### config.mk
export PLATFORM = sky130hd
export DESIGN_NAME = sorted_priority_queue_top
export DESIGN_NICKNAME = d
export VERILOG_FILES = /design/src/rtl/spq_pkg.sv /design/src/rtl/spq_cell.sv /design/src/rtl/sorted_priority_queue_top.sv
export SDC_FILE = /design/constraint.sdc
export NUM_CORES = 2
export LEC_CHECK = 0
export BUFFER_PORTS_ARGS = -buffer_cell sky130_fd_sc_hd__buf_2
export CAP_MARGIN = 0
export CORE_ASPECT_RATIO = 0.7
export CORE_MARGIN = 5
export CORE_UTILIZATION = 30
export CTS_CLUSTER_DIAMETER = 60
export DETAILED_ROUTE_END_ITERATION = 6
export GPL_ROUTABILITY_DRIVEN = 1
export SYNTH_ARGS = -nofsm -noshare
export SYNTH_HDL_FRONTEND = slang
export SYNTH_SLANG_ARGS = --single-unit
### constraint.sdc
create_clock -name clk -period 8.1 [get_ports clk]
set_input_delay 1.215 -clock clk [delete_from_list [all_inputs] [get_ports clk]]
set_output_delay 1.215 -clock clk [all_outputs]
set_load 0.02 [all_outputs]
### src/rtl/spq_pkg.sv
// Package for the sorted priority queue: capacity, status codes, item types.
// No dependencies; used by every file of the block.
`default_nettype none

package spq_pkg;

  localparam int CAPACITY = 16;
  localparam int CNT_W    = $clog2(CAPACITY + 1);
  localparam int QCNT_W   = 5;

  localparam logic MODE_INSERT = 1'b0;
  localparam logic MODE_REMOVE = 1'b1;

  localparam logic [1:0] ST_DONE  = 2'd0;
  localparam logic [1:0] ST_FULL  = 2'd1;
  localparam logic [1:0] ST_EMPTY = 2'd2;

  typedef struct packed {
    logic               mode;
    logic signed [31:0] data_in;
    logic signed [15:0] priority_in;
  } in_item_t;

  typedef struct packed {
    logic        [1:0]        status;
    logic signed [31:0]       out_data;
    logic signed [15:0]       out_priority;
    logic        [QCNT_W-1:0] queue_count;
  } out_item_t;

  typedef struct packed {
    logic signed [31:0] data;
    logic signed [15:0] prio;
  } entry_t;

  typedef struct packed {
    logic ins;
    logic rem;
  } cell_ctl_t;

endpackage

`default_nettype wire

### src/rtl/spq_cell.sv
// One slot of the sorted chain: holds an entry, compares it with a new one,
// and shifts toward its neighbors. Depends on spq_pkg.
`default_nettype none

module spq_cell
  import spq_pkg::*;
(
  input  wire logic      clk,
  input  wire cell_ctl_t ctl,
  input  wire logic      occ,
  input  wire entry_t    new_entry,
  input  wire logic      left_keep,
  input  wire entry_t    left_entry,
  input  wire entry_t    right_entry,
  output entry_t         entry_r,
  output logic           keep
);

  entry_t entry_nxt;

  // stay in place when held and not behind the new priority
  assign keep = occ && (entry_r.prio <= new_entry.prio);

  always_comb begin
    entry_nxt = entry_r;
    if (ctl.rem) begin
      entry_nxt = right_entry;
    end else if (ctl.ins && !keep) begin
      entry_nxt = left_keep ? new_entry : left_entry;
    end
  end

  always_ff @(posedge clk) begin
    entry_r <= entry_nxt;
  end

endmodule

`default_nettype wire

### src/rtl/sorted_priority_queue_top.sv
// Sorted priority queue: a chain of CAPACITY cells kept in priority order.
// The result strobes in the cycle after start is taken.
// Throughput 1 item per cycle; every cell compares and shifts in parallel,
// so busy stays low and the receiver cannot stall.
// Synchronous active-low reset empties the queue (count to zero) and
// clears the result strobe; cell contents are not reset.
`default_nettype none

module sorted_priority_queue_top
  import spq_pkg::*;
(
  input  wire logic     clk,
  input  wire logic     rst_n,
  input  wire logic     start,
  output logic          busy,
  input  wire in_item_t in_item,
  output logic          out_strobe,
  output out_item_t     out_item
);

  logic [CNT_W-1:0] count_r, count_nxt;
  logic             strobe_r, strobe_nxt;
  out_item_t        result_r, result_nxt;

  cell_ctl_t            ctl;
  entry_t               new_entry;
  entry_t               cell_entry [CAPACITY];
  logic [CAPACITY-1:0]  cell_keep;
  logic                 accept, full, empty;
  logic [CNT_W+QCNT_W-1:0] count_ext;

  assign busy      = 1'b0;
  assign accept    = start && !busy;
  assign full      = (count_r == CNT_W'(CAPACITY));
  assign empty     = (count_r == '0);
  assign ctl.ins   = accept && (in_item.mode == MODE_INSERT) && !full;
  assign ctl.rem   = accept && (in_item.mode == MODE_REMOVE) && !empty;
  assign new_entry = '{data: in_item.data_in, prio: in_item.priority_in};

  for (genvar i = 0; i < CAPACITY; i++) begin : g_cell
    logic   occ;
    logic   lkeep;
    entry_t lent;
    entry_t rent;

    assign occ = (CNT_W'(i) < count_r);
    if (i == 0) begin : g_head
      assign lkeep = 1'b1;
      assign lent  = new_entry;
    end else begin : g_mid
      assign lkeep = cell_keep[i-1];
      assign lent  = cell_entry[i-1];
    end
    if (i == CAPACITY - 1) begin : g_tail
      assign rent = '0;
    end else begin : g_body
      assign rent = cell_entry[i+1];
    end

    spq_cell u_cell (
      .clk         (clk),
      .ctl         (ctl),
      .occ         (occ),
      .new_entry   (new_entry),
      .left_keep   (lkeep),
      .left_entry  (lent),
      .right_entry (rent),
      .entry_r     (cell_entry[i]),
      .keep        (cell_keep[i])
    );
  end

  always_comb begin
    count_nxt = count_r;
    if (ctl.ins) begin
      count_nxt = count_r + CNT_W'(1);
    end else if (ctl.rem) begin
      count_nxt = count_r - CNT_W'(1);
    end
  end

  assign count_ext = {{QCNT_W{1'b0}}, count_nxt};

  always_comb begin
    strobe_nxt              = accept;
    result_nxt.status       = ST_DONE;
    result_nxt.out_data     = '0;
    result_nxt.out_priority = '0;
    result_nxt.queue_count  = count_ext[QCNT_W-1:0];
    if (in_item.mode == MODE_INSERT) begin
      if (full) begin
        result_nxt.status = ST_FULL;
      end
    end else if (empty) begin
      result_nxt.status = ST_EMPTY;
    end else begin
      // head leaves from cell zero
      result_nxt.out_data     = cell_entry[0].data;
      result_nxt.out_priority = cell_entry[0].prio;
    end
  end

  always_ff @(posedge clk) begin
    if (!rst_n) begin
      count_r  <= '0;
      strobe_r <= 1'b0;
    end else begin
      count_r  <= count_nxt;
      strobe_r <= strobe_nxt;
    end
  end

  always_ff @(posedge clk) begin
    if (accept) begin
      result_r <= result_nxt;
    end
  end

  assign out_strobe = strobe_r;
  assign out_item   = result_r;

endmodule

`default_nettype wire

==> run_results.csv <==
group,metric,value,unit
setup_path,critical_path.most_common_cell,"nor4_1",
power_and_ir_drop,p_leak,19.41,nW
power_and_ir_drop,power,0.01440,W
cells_and_area,fillers,15569,
setup_path,critPathKind,"input pin to register",
clocking,clkLatencyLatePin,0.72,ns
floorplanning,coreArea,156100,um2
detailed_routing,drc,0,
yosys,ys.flop_type,"edfxtp_1",
sta,clock.fmax,188.5,MHz
power_and_ir_drop,ir_drop,0.1772,mV
setup_path,crit_start,"in_item[14]",
yosys,seq_area_frac_synth,0.5147,
cells_and_area,layout_common_cells,"nand2_1 (834), edfxtp_1 (775), nand3_1 (375)",
sta,tightest_slew,1.237,ns
global_routing,antenna_found_initial,3,
sta,final_max_slew_viol_count,0,
power_and_ir_drop,power.density,272.0,nW/um2
clocking,holdBufCountCts,0,
clocking,cts_tree,"yes",
sta,finalCritPeriodShare,0.6550,
cells_and_area,area_delta_synth_final,11.88,%
setup_path,max_stage_delay,0.71,ns
setup_path,r2r_slack,3.40,ns
detailed_routing,drt_iter0_drc,5372,
setup_path,r2r-start,"g_cell[1].u_cell.entry_r[15]",
status,status,"completed",
detailed_routing,vias,39059,
clocking,cts_made_buffers,91,
power_and_ir_drop,pwr-share-clk,0.305,
sta,worst_hold_slack,0.5248,ns
clocking,cts_setup_buffers,0,
setup_path,cp_top_family,"simple AND/OR/NAND/NOR gates",
sta,skew,0.04438,ns
global_routing,grt_pass1_wl,247500,um
cells_and_area,stdcell_count,6718,
sta,finalHoldViolCount,0,
setup_path,start_kind,"input pin",
setup_path,worstRegToRegCells,9,
placed_design,hpwl,108800,um
yosys,netlist.area_leader.share,0.4919,
global_routing,grt_max_degree,221,
sta,setup_violations,0,
yosys,syn-num-nets,4983,
sta,min_period,5.305,ns
global_routing,grtUsageMet2,0.2632,
yosys,syn_avg_cell_area,10.13,um2
setup_path,worst_path_max_delay_cell,"nand2_2",
detailed_routing,viasPerCell,5.814,
global_routing,top_usage_layer,"met1",
detailed_routing,finalWirelength,169500,um
detailed_routing,first_pass_iters,6,
setup_path,crit_required,8.41,ns
setup_path,crit_path_max_fanout,27,
global_routing,grtUsageTotal,0.1963,
floorplanning,ios,109,
global_routing,met1_usage,0.2977,
placed_design,numPortBuffers,107,
power_and_ir_drop,p_comb_frac,0.254,
yosys,synth.distinct_cells,71,
cells_and_area,fin_util,0.3392,
yosys,syn_area,47320,um2
setup_path,crit_chain,"buf_2 -> inv_1 -> ha_1 -> nand4_1 -> nor4_1 -> a21boi_0 -> nor4_1 -> a31oi_4 -> nand2_1 -> nand2_2 -> buf_4",
detailed_routing,wl_per_cell,25.24,um
sta,tns,0,ns
floorplanning,die_x,484.7,um
power_and_ir_drop,swShare,0.3362,
clocking,clockBufferDepth,3,
min_path,hold_class,"register to register",
setup_path,worstPathArrival,5.61,ns
floorplanning,die_area,165900,um2
global_routing,grt_use_met3,0.06644,
setup_path,cp.depth,11,
placed_design,gp_congestion,0.9372,
sta,maxSlewHeadroom,0.1755,
floorplanning,rows,121,
power_and_ir_drop,pwr-share-seq,0.442,
clocking,clockRootBuffer,"clkbuf_16",
yosys,async_reset_ff_frac,0,
clocking,cts.reportedPaths.clkPinSlew,0.06,ns
setup_path,critPathCapture,"g_cell[1].u_cell.entry_r[46]",
global_routing,grt_overflow_total,0,
clocking,clock_sinks,829,
cells_and_area,drive_gt1_frac,0.09254,
cells_and_area,layout_commonest_cell,"nand2_1",
detailed_routing,postRouteAntennaNets,0,
yosys,synth_area_leaders,"edfxtp_1 (49%), ha_1 (6.8%), nand2_1 (6.7%)",
yosys,synth_top_area_cell,"edfxtp_1",
cells_and_area,fin_nets,4858,
setup_path,r2r-end,"g_cell[1].u_cell.entry_r[46]",
yosys,synth_seq_cells,829,
flow_run,drv_cap,0,
setup_path,path_buf_inv,3,
power_and_ir_drop,p_int,0.009558,W
yosys,ys_warn_count,0,
clocking,htreeDepth,3,
setup_path,cp-end-kind,"register",
placed_design,dp_cells,6545,
yosys,synth_edf_count,775,
clocking,cts_resized,0,
sta,grt_setup_unrepaired,"false",
floorplanning,die_h,342.3,um
power_and_ir_drop,p_sw,0.004841,W
global_routing,grt_pass1_vias,36286,
floorplanning,start_util,0.3031,
yosys,syn_inst,4672,
## cells by family after synthesis
| logic type | Yosys count | share of synthesized area |
|---|---|---|
| buf+inv | 467 | 0.04027 |
| flops | 829 | 0.5147 |
| fa+ha+maj | 259 | 0.06849 |
| other cells | 1 | 0.00007926 |
| compound gates | 1227 | 0.1763 |
| mux | 192 | 0.04062 |
| simple gates | 1694 | 0.1590 |
| xor+xnor | 3 | 0.0005554 |
## per-stage QoR
step / cell area, um2 / worst slack (ns)
6_report: 52940 / 2.795
5_1_grt: 52930 / 2.743
3_5_place_dp: 49880 / 2.289
3_3_place_gp: 49880 / 2.337
2_1_floorplan: 47320 / 0.9135
4_1_cts: 52930 / 3.053
## worst min-delay path by stage
stage | startpoint | cells past startpoint | to
after global routing | g_cell[15].u_cell.entry_r[16] | 2 | g_cell[14].u_cell.entry_r[16]
after detailed placement | g_cell[15].u_cell.entry_r[22] | 2 | g_cell[14].u_cell.entry_r[22]
after floorplan | g_cell[15].u_cell.entry_r[16] | 2 | g_cell[14].u_cell.entry_r[16]
after CTS | g_cell[15].u_cell.entry_r[22] | 2 | g_cell[14].u_cell.entry_r[22]
final | g_cell[15].u_cell.entry_r[47] | 2 | g_cell[14].u_cell.entry_r[47]
after global placement | g_cell[15].u_cell.entry_r[33] | 2 | g_cell[14].u_cell.entry_r[33]
## sequential cells by signal (all words and copies together) (netlist names)
| signal | cells |
|---|---|
| g_cell.u_cell.entry_r | 768 |
| out_strobe | 1 |
| out_item | 55 |
| count_r | 5 |
## Yosys cell counts (all sizes together) (8+ instances only)
| cell type | count |
|---|---|
| a21boi | 8 |
| nor2b | 20 |
| a211oi | 13 |
| mux2i | 192 |
| dfxtp | 54 |
| o221a | 48 |
| nand3 | 375 |
| a21o | 48 |
| a211o | 8 |
| nor2 | 207 |
| a311oi | 81 |
| buf | 120 |
| and3 | 38 |
| o211ai | 331 |
| and2 | 73 |
| o21ai | 269 |
| a21oi | 271 |
| o311ai | 16 |
| clkbuf | 288 |
| inv | 58 |
| nand4 | 43 |
| nand2b | 50 |
| o221ai | 22 |
| o22a | 16 |
| nor4 | 11 |
| nand2 | 843 |
| nor3 | 10 |
| o32ai | 50 |
| edfxtp | 775 |
| o21a | 10 |
| ha | 259 |
## tightest hold or removal path, cell delays in order (launching register included)
cell and delay (ns):
dfxtp_1 0.32, nand2_1 0.04, o21ai_0 0.06
## power by group through the flow
stage / Combinational (W) / Sequential [W] / Clock, W
final: 0.00365 / 0.00636 / 0.00438
after global routing: 0.00398 / 0.00644 / 0.00463
after CTS: 0.00358 / 0.00635 / 0.00446
after detailed placement: 0.00357 / 0.00642 / 0
after global placement: 0.00347 / 0.00642 / 0
after floorplan: 0.00240 / 0.00626 / 0
## layer usage
metal	up-vias	share of wire
li1	17402	-
met1	19212	0.45
met2	2195	0.39
met3	248	0.13
met4	2	0.025
met5	-	0.000041
## area by class of cell
| type | count | area (um2) | area share |
|---|---|---|---|
| antenna | 2 | 5.005 | 0.00009454 |
| clock buffer | 124 | 2544 | 0.04805 |
| clock inverter | 47 | 511.7 | 0.009667 |
| inverter | 59 | 221.5 | 0.004183 |
| multi-input combinational | 3376 | 21400 | 0.4043 |
| sequential | 829 | 24350 | 0.4600 |
| tap | 2091 | 2616 | 0.04942 |
| timing repair buffer | 190 | 1286 | 0.02430 |
No activity file was read; power rests on OpenSTA's default activity.
